$ cat src/sv/mfm_pkg.sv
`timescale 1ns / 1ps

package mfm_pkg;

    localparam int MFM_COUNTER_BITS = 16;

    // configuration register indexes
    localparam logic [2:0] CFG_STALL_PWM_LEVEL      = 3'd0;
    localparam logic [2:0] CFG_STALL_TRIP_TICKS     = 3'd1;
    localparam logic [2:0] CFG_ENCODER_TRIP_TICKS   = 3'd2;
    localparam logic [2:0] CFG_DIRECTION_TRIP_TICKS = 3'd3;
    localparam logic [2:0] CFG_SIDE_TRIP_TICKS      = 3'd4;
    localparam logic [2:0] CFG_SHORT_GRACE_TICKS    = 3'd5;
    localparam logic [2:0] CFG_LONG_GRACE_TICKS     = 3'd6;

    localparam logic [7:0]  RST_STALL_PWM_LEVEL      = 8'd90;
    localparam logic [15:0] RST_STALL_TRIP_TICKS     = 16'd200;
    localparam logic [15:0] RST_ENCODER_TRIP_TICKS   = 16'd150;
    localparam logic [15:0] RST_DIRECTION_TRIP_TICKS = 16'd50;
    localparam logic [15:0] RST_SIDE_TRIP_TICKS      = 16'd150;
    localparam logic [15:0] RST_SHORT_GRACE_TICKS    = 16'd50;
    localparam logic [15:0] RST_LONG_GRACE_TICKS     = 16'd100;

    // speed thresholds in milli-rad/s
    localparam logic [16:0] ZERO_TARGET_LIM  = 17'd10;
    localparam logic [16:0] STALL_TARGET_MIN = 17'd250;
    localparam logic [16:0] STALL_SPEED_LIM  = 17'd50;
    localparam logic [16:0] ENC_TARGET_MIN   = 17'd500;
    localparam logic [16:0] HIGH_TARGET_MIN  = 17'd800;
    localparam logic [16:0] DIR_SPEED_MIN    = 17'd200;
    localparam logic [16:0] SIDE_DIFF_MIN    = 17'd2000;
    localparam logic [16:0] SIDE_SLOW_LIM    = 17'd100;

    typedef struct packed {
        logic [7:0]  stall_pwm_level;
        logic [15:0] stall_trip_ticks;
        logic [15:0] encoder_trip_ticks;
        logic [15:0] direction_trip_ticks;
        logic [15:0] side_trip_ticks;
        logic [15:0] short_grace_ticks;
        logic [15:0] long_grace_ticks;
    } t_cfg;

    typedef struct packed {
        logic               action;
        logic [1:0]         wheel;
        logic signed [15:0] target_speed;
        logic signed [15:0] measured_speed;
        logic signed [8:0]  drive_pwm;
        logic               drive_enabled;
    } t_item;

    typedef struct packed {
        logic [9:0] fault_flags;
        logic       stall_tripped_now;
    } t_result;

    function automatic logic [16:0] mag16(input logic signed [15:0] v);
        logic signed [16:0] x;
        x = {v[15], v};
        mag16 = v[15] ? 17'(-x) : 17'(x);
    endfunction

    function automatic logic [16:0] mag17(input logic signed [16:0] v);
        logic signed [17:0] x;
        x = {v[16], v};
        mag17 = v[16] ? 17'(-x) : 17'(x);
    endfunction

    function automatic logic [8:0] mag9(input logic signed [8:0] v);
        logic signed [9:0] x;
        x = {v[8], v};
        mag9 = v[8] ? 9'(-x) : 9'(x);
    endfunction

endpackage

$ cat src/sv/mfm_ifs.sv
`timescale 1ns / 1ps

interface mfm_item_if;
    logic               valid;
    logic               ready;
    logic               action;
    logic [1:0]         wheel;
    logic signed [15:0] target_speed;
    logic signed [15:0] measured_speed;
    logic signed [8:0]  drive_pwm;
    logic               drive_enabled;

    modport source (output valid, action, wheel, target_speed, measured_speed,
                    drive_pwm, drive_enabled, input ready);
    modport sink (input valid, action, wheel, target_speed, measured_speed,
                  drive_pwm, drive_enabled, output ready);
endinterface

interface mfm_result_if;
    logic       valid;
    logic       ready;
    logic [9:0] fault_flags;
    logic       stall_tripped_now;

    modport source (output valid, fault_flags, stall_tripped_now, input ready);
    modport sink (input valid, fault_flags, stall_tripped_now, output ready);
endinterface

interface mfm_cfg_if;
    logic        valid;
    logic        ready;
    logic [2:0]  index;
    logic [15:0] data;

    modport source (output valid, index, data, input ready);
    modport sink (input valid, index, data, output ready);
endinterface

$ cat src/sv/mfm_cfg_regs.sv
`timescale 1ns / 1ps

module mfm_cfg_regs
    import mfm_pkg::*;
(
    input  logic      i_clk,
    input  logic      i_rst_n,
    mfm_cfg_if.sink   i_cfg,
    output t_cfg      o_cfg
);

    t_cfg r_cfg;

    assign i_cfg.ready = 1'b1;
    assign o_cfg       = r_cfg;

    always_ff @(posedge i_clk) begin
        if (!i_rst_n) begin
            r_cfg.stall_pwm_level      <= RST_STALL_PWM_LEVEL;
            r_cfg.stall_trip_ticks     <= RST_STALL_TRIP_TICKS;
            r_cfg.encoder_trip_ticks   <= RST_ENCODER_TRIP_TICKS;
            r_cfg.direction_trip_ticks <= RST_DIRECTION_TRIP_TICKS;
            r_cfg.side_trip_ticks      <= RST_SIDE_TRIP_TICKS;
            r_cfg.short_grace_ticks    <= RST_SHORT_GRACE_TICKS;
            r_cfg.long_grace_ticks     <= RST_LONG_GRACE_TICKS;
        end else if (i_cfg.valid) begin
            case (i_cfg.index)
                CFG_STALL_PWM_LEVEL:      r_cfg.stall_pwm_level      <= i_cfg.data[7:0];
                CFG_STALL_TRIP_TICKS:     r_cfg.stall_trip_ticks     <= i_cfg.data;
                CFG_ENCODER_TRIP_TICKS:   r_cfg.encoder_trip_ticks   <= i_cfg.data;
                CFG_DIRECTION_TRIP_TICKS: r_cfg.direction_trip_ticks <= i_cfg.data;
                CFG_SIDE_TRIP_TICKS:      r_cfg.side_trip_ticks      <= i_cfg.data;
                CFG_SHORT_GRACE_TICKS:    r_cfg.short_grace_ticks    <= i_cfg.data;
                CFG_LONG_GRACE_TICKS:     r_cfg.long_grace_ticks     <= i_cfg.data;
                default: ;
            endcase
        end
    end

endmodule

$ cat src/sv/mfm_core.sv
`timescale 1ns / 1ps

module mfm_core
    import mfm_pkg::*;
#(
    parameter int COUNTER_BITS = MFM_COUNTER_BITS
) (
    input  logic    i_clk,
    input  logic    i_rst_n,
    input  logic    i_fire,
    input  t_item   i_item,
    input  t_cfg    i_cfg,
    output t_result o_res
);

    localparam int CW = (COUNTER_BITS > 16) ? COUNTER_BITS : 16;
    localparam logic [COUNTER_BITS-1:0] CNT_MAX = '1;

    localparam logic [1:0] SIGN_NONE = 2'd0;
    localparam logic [1:0] SIGN_POS  = 2'd1;
    localparam logic [1:0] SIGN_NEG  = 2'd2;

    function automatic logic [COUNTER_BITS-1:0] inc(input logic [COUNTER_BITS-1:0] c);
        inc = (c == CNT_MAX) ? c : c + 1'b1;
    endfunction

    function automatic logic [CW-1:0] ext_c(input logic [COUNTER_BITS-1:0] c);
        ext_c = CW'(c);
    endfunction

    function automatic logic [CW-1:0] ext_t(input logic [15:0] t);
        ext_t = CW'(t);
    endfunction

    logic [COUNTER_BITS-1:0] r_run   [4];
    logic [COUNTER_BITS-1:0] r_stall [4];
    logic [COUNTER_BITS-1:0] r_enc   [4];
    logic [COUNTER_BITS-1:0] r_dir   [4];
    logic [1:0]              r_sign  [4];
    logic [COUNTER_BITS-1:0] r_side  [2];
    logic signed [15:0]      r_front_speed [2];
    logic [1:0]              r_front_high;
    logic [9:0]              r_fault;

    logic [COUNTER_BITS-1:0] n_run   [4];
    logic [COUNTER_BITS-1:0] n_stall [4];
    logic [COUNTER_BITS-1:0] n_enc   [4];
    logic [COUNTER_BITS-1:0] n_dir   [4];
    logic [1:0]              n_sign  [4];
    logic [COUNTER_BITS-1:0] n_side  [2];
    logic signed [15:0]      n_front_speed [2];
    logic [1:0]              n_front_high;
    logic [9:0]              n_fault;

    logic [1:0] w_front_long;
    logic       w_tripped;

    // front wheel grace status per track
    always_comb begin
        for (int k = 0; k < 2; k++) begin
            w_front_long[k] = ext_c(r_run[k]) > ext_t(i_cfg.long_grace_ticks);
        end
    end

    always_comb begin
        logic [1:0]              w;
        logic                    trk;
        logic signed [15:0]      t;
        logic signed [15:0]      s;
        logic signed [15:0]      fs;
        logic [16:0]             at;
        logic [16:0]             as_;
        logic [8:0]              ap;
        logic                    zero_tgt;
        logic                    t_pos;
        logic                    rev;
        logic [COUNTER_BITS-1:0] run_n;
        logic [COUNTER_BITS-1:0] stall_b;
        logic [COUNTER_BITS-1:0] enc_b;
        logic [COUNTER_BITS-1:0] dir_b;
        logic [COUNTER_BITS-1:0] stall_n;
        logic [COUNTER_BITS-1:0] enc_n;
        logic [COUNTER_BITS-1:0] dir_n;
        logic                    long_ok;
        logic                    stall_hit;
        logic                    enc_hit;
        logic                    dir_hit;
        logic                    stall_trip;
        logic                    enc_trip;
        logic                    dir_trip;
        logic [3:0]              wmask;
        logic signed [16:0]      diff;
        logic                    side_arm;
        logic                    side_hit;
        logic [COUNTER_BITS-1:0] side_n;

        w        = i_item.wheel;
        trk      = w[0];
        t        = i_item.target_speed;
        s        = i_item.measured_speed;
        fs       = r_front_speed[trk];
        at       = mag16(t);
        as_      = mag16(s);
        ap       = mag9(i_item.drive_pwm);
        zero_tgt = at < ZERO_TARGET_LIM;
        t_pos    = !t[15];
        rev      = (t_pos && r_sign[w] == SIGN_NEG) || (!t_pos && r_sign[w] == SIGN_POS);
        wmask    = 4'b0001 << w;

        run_n   = inc(rev ? '0 : r_run[w]);
        stall_b = rev ? '0 : r_stall[w];
        enc_b   = rev ? '0 : r_enc[w];
        dir_b   = rev ? '0 : r_dir[w];
        long_ok = ext_c(run_n) > ext_t(i_cfg.long_grace_ticks);

        stall_hit = (ext_c(run_n) > ext_t(i_cfg.short_grace_ticks)) &&
                    (at >= STALL_TARGET_MIN) &&
                    (ap >= {1'b0, i_cfg.stall_pwm_level}) && (as_ < STALL_SPEED_LIM);
        stall_n    = stall_hit ? inc(stall_b) : '0;
        stall_trip = stall_hit && (ext_c(stall_n) >= ext_t(i_cfg.stall_trip_ticks));

        enc_hit  = (at > ENC_TARGET_MIN) && (ap > {1'b0, i_cfg.stall_pwm_level}) &&
                   (s == 16'sd0);
        enc_n    = !long_ok ? enc_b : (enc_hit ? inc(enc_b) : '0);
        enc_trip = long_ok && enc_hit &&
                   (ext_c(enc_n) > ext_t(i_cfg.encoder_trip_ticks));

        // measured speed runs against the target; measured magnitude must be above 200
        dir_hit  = (at > HIGH_TARGET_MIN) && (as_ > DIR_SPEED_MIN) && (t_pos == s[15]);
        dir_n    = !long_ok ? dir_b : (dir_hit ? inc(dir_b) : '0);
        dir_trip = long_ok && dir_hit &&
                   (ext_c(dir_n) > ext_t(i_cfg.direction_trip_ticks));

        diff     = $signed({fs[15], fs}) - $signed({s[15], s});
        side_arm = r_front_high[trk] && (at > HIGH_TARGET_MIN) && w_front_long[trk] &&
                   !zero_tgt && long_ok;
        side_hit = (mag17(diff) > SIDE_DIFF_MIN) &&
                   ((mag16(fs) < SIDE_SLOW_LIM) || (as_ < SIDE_SLOW_LIM));
        side_n   = (side_arm && side_hit) ? inc(r_side[trk]) : '0;

        n_run         = r_run;
        n_stall       = r_stall;
        n_enc         = r_enc;
        n_dir         = r_dir;
        n_sign        = r_sign;
        n_side        = r_side;
        n_front_speed = r_front_speed;
        n_front_high  = r_front_high;
        n_fault       = r_fault;
        w_tripped     = 1'b0;

        if (i_item.action) begin
            for (int k = 0; k < 4; k++) begin
                n_run[k]   = '0;
                n_stall[k] = '0;
                n_enc[k]   = '0;
                n_dir[k]   = '0;
                n_sign[k]  = SIGN_NONE;
            end
            n_side[0] = '0;
            n_side[1] = '0;
            n_fault   = '0;
        end else if (i_item.drive_enabled) begin
            if (zero_tgt) begin
                n_run[w]   = '0;
                n_stall[w] = '0;
                n_enc[w]   = '0;
                n_dir[w]   = '0;
                n_sign[w]  = SIGN_NONE;
            end else begin
                n_run[w]   = run_n;
                n_stall[w] = stall_n;
                n_enc[w]   = enc_n;
                n_dir[w]   = dir_n;
                n_sign[w]  = t_pos ? SIGN_POS : SIGN_NEG;
                w_tripped  = stall_trip && !r_fault[w];
                if (stall_trip) begin
                    n_fault[3:0] = n_fault[3:0] | wmask;
                end
                if (enc_trip || dir_trip) begin
                    n_fault[7:4] = n_fault[7:4] | wmask;
                end
            end
            if (w[1]) begin
                n_side[trk] = side_n;
                if (side_arm && side_hit &&
                    (ext_c(side_n) > ext_t(i_cfg.side_trip_ticks))) begin
                    n_fault[9:8] = n_fault[9:8] | (2'b01 << trk);
                end
            end else begin
                n_front_speed[trk] = s;
                n_front_high[trk]  = at > HIGH_TARGET_MIN;
            end
        end
    end

    assign o_res.fault_flags       = n_fault;
    assign o_res.stall_tripped_now = w_tripped;

    always_ff @(posedge i_clk) begin
        if (!i_rst_n) begin
            for (int k = 0; k < 4; k++) begin
                r_run[k]   <= '0;
                r_stall[k] <= '0;
                r_enc[k]   <= '0;
                r_dir[k]   <= '0;
                r_sign[k]  <= SIGN_NONE;
            end
            for (int k = 0; k < 2; k++) begin
                r_side[k]        <= '0;
                r_front_speed[k] <= '0;
            end
            r_front_high <= '0;
            r_fault      <= '0;
        end else if (i_fire) begin
            r_run         <= n_run;
            r_stall       <= n_stall;
            r_enc         <= n_enc;
            r_dir         <= n_dir;
            r_sign        <= n_sign;
            r_side        <= n_side;
            r_front_speed <= n_front_speed;
            r_front_high  <= n_front_high;
            r_fault       <= n_fault;
        end
    end

endmodule

$ cat src/sv/motor_fault_monitor.sv
`timescale 1ns / 1ps

// Fault monitor for four motors, one wheel sample per input word.
// i_item: sample words (action, wheel, speeds, drive level, enable); wheels
//   0..3 in order per control tick; action 1 clears all faults and counters.
// o_res: one result word per input word, the fault flags after that word and
//   a flag for a stall fault newly set by it.
// i_cfg: register writes (index, data), always ready; write only while idle.
// Path: a word accepted goes into the input register, then one pass of
//   compare and counter logic carries it into the result register.
//   Throughput: one word per cycle, sustained while the receiver keeps
//   ready high.
// The per-wheel state is updated in the same pass that fills the result
//   register, so a following word sees it without a bubble.
// When the receiver stalls, the result register holds and the input register
//   takes one more word; after that ready drops until the result is taken.
// Reset (synchronous, active low): registers return to their defaults, all
//   counters, directions, side counters and fault flags are zero.
module motor_fault_monitor
    import mfm_pkg::*;
#(
    parameter int COUNTER_BITS = MFM_COUNTER_BITS
) (
    input  logic         i_clk,
    input  logic         i_rst_n,
    mfm_item_if.sink     i_item,
    mfm_result_if.source o_res,
    mfm_cfg_if.sink      i_cfg
);

    t_cfg    w_cfg;
    t_item   r_item;
    t_result r_res;
    t_result w_res;
    logic    r_in_valid;
    logic    r_out_valid;
    logic    w_adv;
    logic    w_fire;
    logic    w_take;

    mfm_cfg_regs u_cfg (
        .i_clk   (i_clk),
        .i_rst_n (i_rst_n),
        .i_cfg   (i_cfg),
        .o_cfg   (w_cfg)
    );

    mfm_core #(
        .COUNTER_BITS (COUNTER_BITS)
    ) u_core (
        .i_clk   (i_clk),
        .i_rst_n (i_rst_n),
        .i_fire  (w_fire),
        .i_item  (r_item),
        .i_cfg   (w_cfg),
        .o_res   (w_res)
    );

    assign w_adv        = !r_out_valid || o_res.ready;
    assign w_fire       = r_in_valid && w_adv;
    assign i_item.ready = !r_in_valid || w_adv;
    assign w_take       = i_item.valid && i_item.ready;

    assign o_res.valid             = r_out_valid;
    assign o_res.fault_flags       = r_res.fault_flags;
    assign o_res.stall_tripped_now = r_res.stall_tripped_now;

    always_ff @(posedge i_clk) begin
        if (!i_rst_n) begin
            r_in_valid  <= 1'b0;
            r_out_valid <= 1'b0;
        end else begin
            if (w_take) begin
                r_in_valid <= 1'b1;
            end else if (w_fire) begin
                r_in_valid <= 1'b0;
            end
            if (w_fire) begin
                r_out_valid <= 1'b1;
            end else if (o_res.ready) begin
                r_out_valid <= 1'b0;
            end
        end
    end

    always_ff @(posedge i_clk) begin
        if (w_take) begin
            r_item.action         <= i_item.action;
            r_item.wheel          <= i_item.wheel;
            r_item.target_speed   <= i_item.target_speed;
            r_item.measured_speed <= i_item.measured_speed;
            r_item.drive_pwm      <= i_item.drive_pwm;
            r_item.drive_enabled  <= i_item.drive_enabled;
        end
        if (w_fire) begin
            r_res <= w_res;
        end
    end

`ifndef SYNTHESIS
    // a newly tripped stall always shows in the stall flags
    assert property (@(posedge i_clk) disable iff (!i_rst_n)
        (o_res.valid && o_res.stall_tripped_now) |-> (o_res.fault_flags[3:0] != 4'd0))
        else $error("stall trip reported without a stall flag");

    // a clear word leaves no fault behind
    assert property (@(posedge i_clk) disable iff (!i_rst_n)
        (w_fire && r_item.action) |=> (r_res.fault_flags == 10'd0 && !r_res.stall_tripped_now))
        else $error("clear word left faults set");

    // clear words and disabled samples never trip a stall
    assert property (@(posedge i_clk) disable iff (!i_rst_n)
        (w_fire && (r_item.action || !r_item.drive_enabled)) |-> !w_res.stall_tripped_now)
        else $error("stall trip from a word that updates nothing");

    // every processed word lands in the result register
    assert property (@(posedge i_clk) disable iff (!i_rst_n)
        w_fire |=> r_out_valid)
        else $error("processed word has no result");
`endif

endmodule
$ cat src/flat_wrapper.sv
// flat-port wrapper written by rule: the top's interface ports become plain ports
module motor_fault_monitor_flat import mfm_pkg::*;
#(
    parameter int COUNTER_BITS = MFM_COUNTER_BITS
)
  (i_clk, i_rst_n, i_item_valid, i_item_action, i_item_wheel, i_item_target_speed, i_item_measured_speed, i_item_drive_pwm, i_item_drive_enabled, i_item_ready, o_res_valid, o_res_fault_flags, o_res_stall_tripped_now, o_res_ready, i_cfg_valid, i_cfg_index, i_cfg_data, i_cfg_ready);
  mfm_item_if i_item_i ();
  mfm_result_if o_res_i ();
  mfm_cfg_if i_cfg_i ();
  input  logic i_clk;
  input  logic i_rst_n;
  input wire logic [$bits(i_item_i.valid)-1:0] i_item_valid;
  input wire logic [$bits(i_item_i.action)-1:0] i_item_action;
  input wire logic [$bits(i_item_i.wheel)-1:0] i_item_wheel;
  input wire logic [$bits(i_item_i.target_speed)-1:0] i_item_target_speed;
  input wire logic [$bits(i_item_i.measured_speed)-1:0] i_item_measured_speed;
  input wire logic [$bits(i_item_i.drive_pwm)-1:0] i_item_drive_pwm;
  input wire logic [$bits(i_item_i.drive_enabled)-1:0] i_item_drive_enabled;
  output wire logic [$bits(i_item_i.ready)-1:0] i_item_ready;
  output wire logic [$bits(o_res_i.valid)-1:0] o_res_valid;
  output wire logic [$bits(o_res_i.fault_flags)-1:0] o_res_fault_flags;
  output wire logic [$bits(o_res_i.stall_tripped_now)-1:0] o_res_stall_tripped_now;
  input wire logic [$bits(o_res_i.ready)-1:0] o_res_ready;
  input wire logic [$bits(i_cfg_i.valid)-1:0] i_cfg_valid;
  input wire logic [$bits(i_cfg_i.index)-1:0] i_cfg_index;
  input wire logic [$bits(i_cfg_i.data)-1:0] i_cfg_data;
  output wire logic [$bits(i_cfg_i.ready)-1:0] i_cfg_ready;
  assign i_item_i.valid = i_item_valid;
  assign i_item_i.action = i_item_action;
  assign i_item_i.wheel = i_item_wheel;
  assign i_item_i.target_speed = i_item_target_speed;
  assign i_item_i.measured_speed = i_item_measured_speed;
  assign i_item_i.drive_pwm = i_item_drive_pwm;
  assign i_item_i.drive_enabled = i_item_drive_enabled;
  assign i_item_ready = i_item_i.ready;
  assign o_res_valid = o_res_i.valid;
  assign o_res_fault_flags = o_res_i.fault_flags;
  assign o_res_stall_tripped_now = o_res_i.stall_tripped_now;
  assign o_res_i.ready = o_res_ready;
  assign i_cfg_i.valid = i_cfg_valid;
  assign i_cfg_i.index = i_cfg_index;
  assign i_cfg_i.data = i_cfg_data;
  assign i_cfg_ready = i_cfg_i.ready;
  motor_fault_monitor #(.COUNTER_BITS(COUNTER_BITS)) u_core (.i_clk(i_clk), .i_rst_n(i_rst_n), .i_item(i_item_i), .o_res(o_res_i), .i_cfg(i_cfg_i));
endmodule
$ cat config.mk
export PLATFORM = sky130hd
export DESIGN_NAME = motor_fault_monitor_flat
export DESIGN_NICKNAME = d
export VERILOG_FILES = /design/src/sv/mfm_pkg.sv /design/src/sv/mfm_ifs.sv /design/src/sv/mfm_cfg_regs.sv /design/src/sv/mfm_core.sv /design/src/sv/motor_fault_monitor.sv /design/src/flat_wrapper.sv
export SDC_FILE = /design/constraint.sdc
export NUM_CORES = 2
export LEC_CHECK = 0
export BUFFER_PORTS_ARGS = -buffer_cell sky130_fd_sc_hd__buf_4
export CORE_UTILIZATION = 60
export DETAILED_ROUTE_END_ITERATION = 10
export GPL_TIMING_DRIVEN = 0
export PLACE_DENSITY = 0.77
export SYNTH_ARGS = -nofsm -noshare
export SYNTH_HDL_FRONTEND = slang
export SYNTH_HIERARCHICAL = 1
export SYNTH_SLANG_ARGS = --single-unit
$ cat constraint.sdc
create_clock -name i_clk -period 18 [get_ports i_clk]
set_input_delay 1.8 -clock i_clk [delete_from_list [all_inputs] [get_ports i_clk]]
set_output_delay 1.8 -clock i_clk [all_outputs]
set_load 0.005 [all_outputs]
==> flow_summary.yaml <==
status:
  status: "completed"
synthesis:
  synthesis.area_um2: 27600
  async_flop_share: 0
  yosys_register_bits: 502
  synth_edf_count: 56
  synth_compound_area_frac: 0.162
  yosysSeqAreaShare: 0.385
  ys.flop_type: "dfxtp_1"
  yosys.area_share.simple: 0.186
  syn_inst: 3018
  synth_warnings: 6
  synth_top_family_by_area: "simple AND/OR/NAND/NOR gates"
  synth_adder_area_share: 0.0742
  syn-num-nets: 3250
  avgSynthCellArea_um2: 9.14
  synth_xor_xnor_area_share: 0.0292
  synthMuxAreaShare: 0.111
  synth_cell_type_count: 107
detailed_routing:
  vias_per_cell: 6.52
  remaining_drc_errors: 0
  totalWireLength_um: 92200
  vias: 24801
  antenna_left: 0
  wl_per_cell_um: 24.2
  first_iter_violations: 2929
  dr.pass1.iters: 8
setup_path:
  path_class: "reg -> reg"
  reg2reg_to: "u_core/o_res.stall_tripped_now"
  path_common_cell: "buf_2"
  worstSetupStartpointType: "flop"
  rr_startpoint: "u_core/r_item[43]"
  reg2reg_depth: 35
  crit_path_end_kind: "flop"
  cp_slowest_cell: "o41ai_1"
  max_stage_delay_ps: 910
  worst-path-max-fanout: 10
  rrSetupSlack_ps: 6620
  worstPathRequired_ps: 18360
  critPathArrivalTime_ps: 11750
pwr:
  power_frac_comb: 0.077
  sw_frac_of_total: 0.244
  totalPowerFinal_mw: 2.57
  pwr-share-seq: 0.450
  p_switching_uw: 626
  ir_drop_mv: 0.0906
  leakage_nw: 12.7
  internal_power_mw: 1.94
  power.density_nw_per_um2: 83.0
  clockPowerShare: 0.473
global_routing:
  grt_max_degree: 35
  overflow: 0
  grt_pass1_vias: 23689
  grt_pass1_wl_um: 139000
  antenna_found_initial: 1
  grt_usage: 0.388
placed_design:
  port_buffers: 81
  place_inst: 3700
  gp_routability_congestion: 1.06
  dpl_worst_slack_ps: 6760
  dp_hpwl_um: 69200
die:
  start_util: 0.608
  die_x_um: 216
  dieArea_um2: 46800
  rows: 78
  die_h_um: 216
  core_area_um2: 45400
  pin_count: 83
cells_and_area:
  layout_commonest_cell: "nand2_1"
  n_antenna_cell: 0
  fin_nets: 3389
  drive_gt1_frac: 0.112
  layout_common_cells: "nand2_1, dfxtp_1, o21ai_0"
  syn_to_final_growth_pct: 12.2
  stdcell_count: 3802
hold_path:
  min_path_cells: 2
  hold_path.class: "reg -> reg"
  hold_start: "u_core/u_core/r_enc[58]"
  worstHoldEndpoint: "u_core/u_core/r_enc[58]"
cts:
  cts_buffers: 54
  clock-sinks: 502
  cts_resized: 0
  root_buffer: "clkbuf_16"
  clkSlewWorstSetupHoldPaths_ps: 60
  cts_buffer_depth: 3
  holdBufCountCts: 0
  clock_latency_ps: 630
  cts_setup_buffers: 0
  h-tree-depth: 2
  cts_tree: "done"
timing:
  rsz0062_at_grt: "no"
  setup_slack_ps: 6620
  drv_slew: 0
  setup_tns_ps: 0
  max_freq_mhz: 87.8
  fin_worst_skew_ps: 36.1
  worstMarginPinSlew_ps: 1310
  period_share: 0.632
  slew-limit-headroom: 0.124
  final-hold-violation-count: 0
  setup_viol: 0
  fin_crit_ps: 11380
run:
  maxCapViolCount: 0
## synth_stat cells (45+ instances only)
cell	instances	area, um2
mux4_2	50	1130
nor2b_1	73	457
ha_1	162	2030
mux2i_1	130	1300
edfxtp_1	56	1680
clkbuf_1	80	300
nand3_1	59	295
dfxtp_1	446	8930
a21oi_1	72	360
nand2_1	494	1850
o21ai_0	233	1170
inv_1	166	623
a22o_1	84	736
nor3_1	45	225
xnor2_1	52	455
nor2_1	134	503
## registers in the layout, indices dropped and copies added (netlist names)
signal,cells
u_core/u_core/r_enc,64
u_core/r_in_valid,1
u_core/o_res.valid,1
u_core/u_core/r_dir,64
u_core/o_res.fault_flags,10
u_core/r_item,45
u_core/u_core/r_side,32
u_core/u_core/r_run,64
u_core/u_cfg/o_cfg,104
u_core/u_core/r_sign,8
u_core/u_core/r_stall,64
u_core/u_core/r_front_speed,32
u_core/o_res.stall_tripped_now,1
u_core/u_core/r_front_high,2
u_core/u_core/r_fault,10
## through the flow
step                      utilization  area [um2]  hold WS, ps
after detailed placement        0.638       29000          436
after floorplan                     -       27600          416
after global placement          0.638       28900          426
after global routing            0.682       30900          462
after CTS                       0.681       30900          448
final                           0.682       30900          451
## power by group through the flow
stage | Sequential (mW) | Combinational (mW) | Clock, mW
floorplan | 1.18 | 0.116 | 0
global placement | 1.18 | 0.183 | 0
detailed placement | 1.18 | 0.188 | 0
CTS | 1.16 | 0.189 | 1.22
global route | 1.16 | 0.205 | 1.27
finish | 1.16 | 0.197 | 1.22
## logic make-up (layout without fill, tap and decap cells)
logic type      Yosys count  count (layout)
compound gates          667             667
xor+xnor                 91              91
fa+ha+maj               163             163
buf+inv                 328             512
flops                   502             502
mux                     214             214
other cells               1               1
simple gates           1052            1052
## layout make-up
type                            count  area (um2)
Timing Repair Buffer               83         636
Tap cell                          600         751
Inverter                          167         627
Buffer                            161         847
Multi-Input combinational cell   2188       15500
Clock buffer                       68        1530
Fill cell                        3655       14500
Sequential cell                   502       10600
Clock inverter                     33         430
## worst max-delay path: cells and delay by family (launching register included)
family / cells / cell delay (ps)
and+or+nand+nor: 13 / 2960
adders and majority gates: 3 / 830
xor gates and xnor gates: 1 / 360
buffers and inverters: 8 / 3030
muxes: 1 / 230
AOI/OAI and AO/OA: 9 / 3240
DFF: 1 / 410
## worst max path at each step
stage | startpoint | endpoint | slack [ps] | cells after the start
global route | u_core/r_item[43] | u_core/u_core/r_fault[7] | 6510 | 39
CTS | u_core/r_item[43] | u_core/o_res.fault_flags[4] | 6720 | 39
detailed placement | u_core/r_item[43] | u_core/o_res.fault_flags[4] | 6760 | 39
floorplan | u_core/r_item[43] | u_core/o_res.fault_flags[4] | 10290 | 36
global placement | u_core/r_item[43] | u_core/o_res.fault_flags[5] | 6960 | 39
finish | u_core/r_item[43] | u_core/o_res.stall_tripped_now | 6620 | 35
## metal layers
layer | vias up | wire, um | track usage
li1 | 11102 | - | -
met1 | 11911 | 34400 | 0.484
met2 | 1460 | 40600 | 0.602
met3 | 328 | 10200 | 0.0859
met4 | 0 | 6940 | 0.263
met5 | - | 0 | 0
Power figures use the tool's default switching activity.
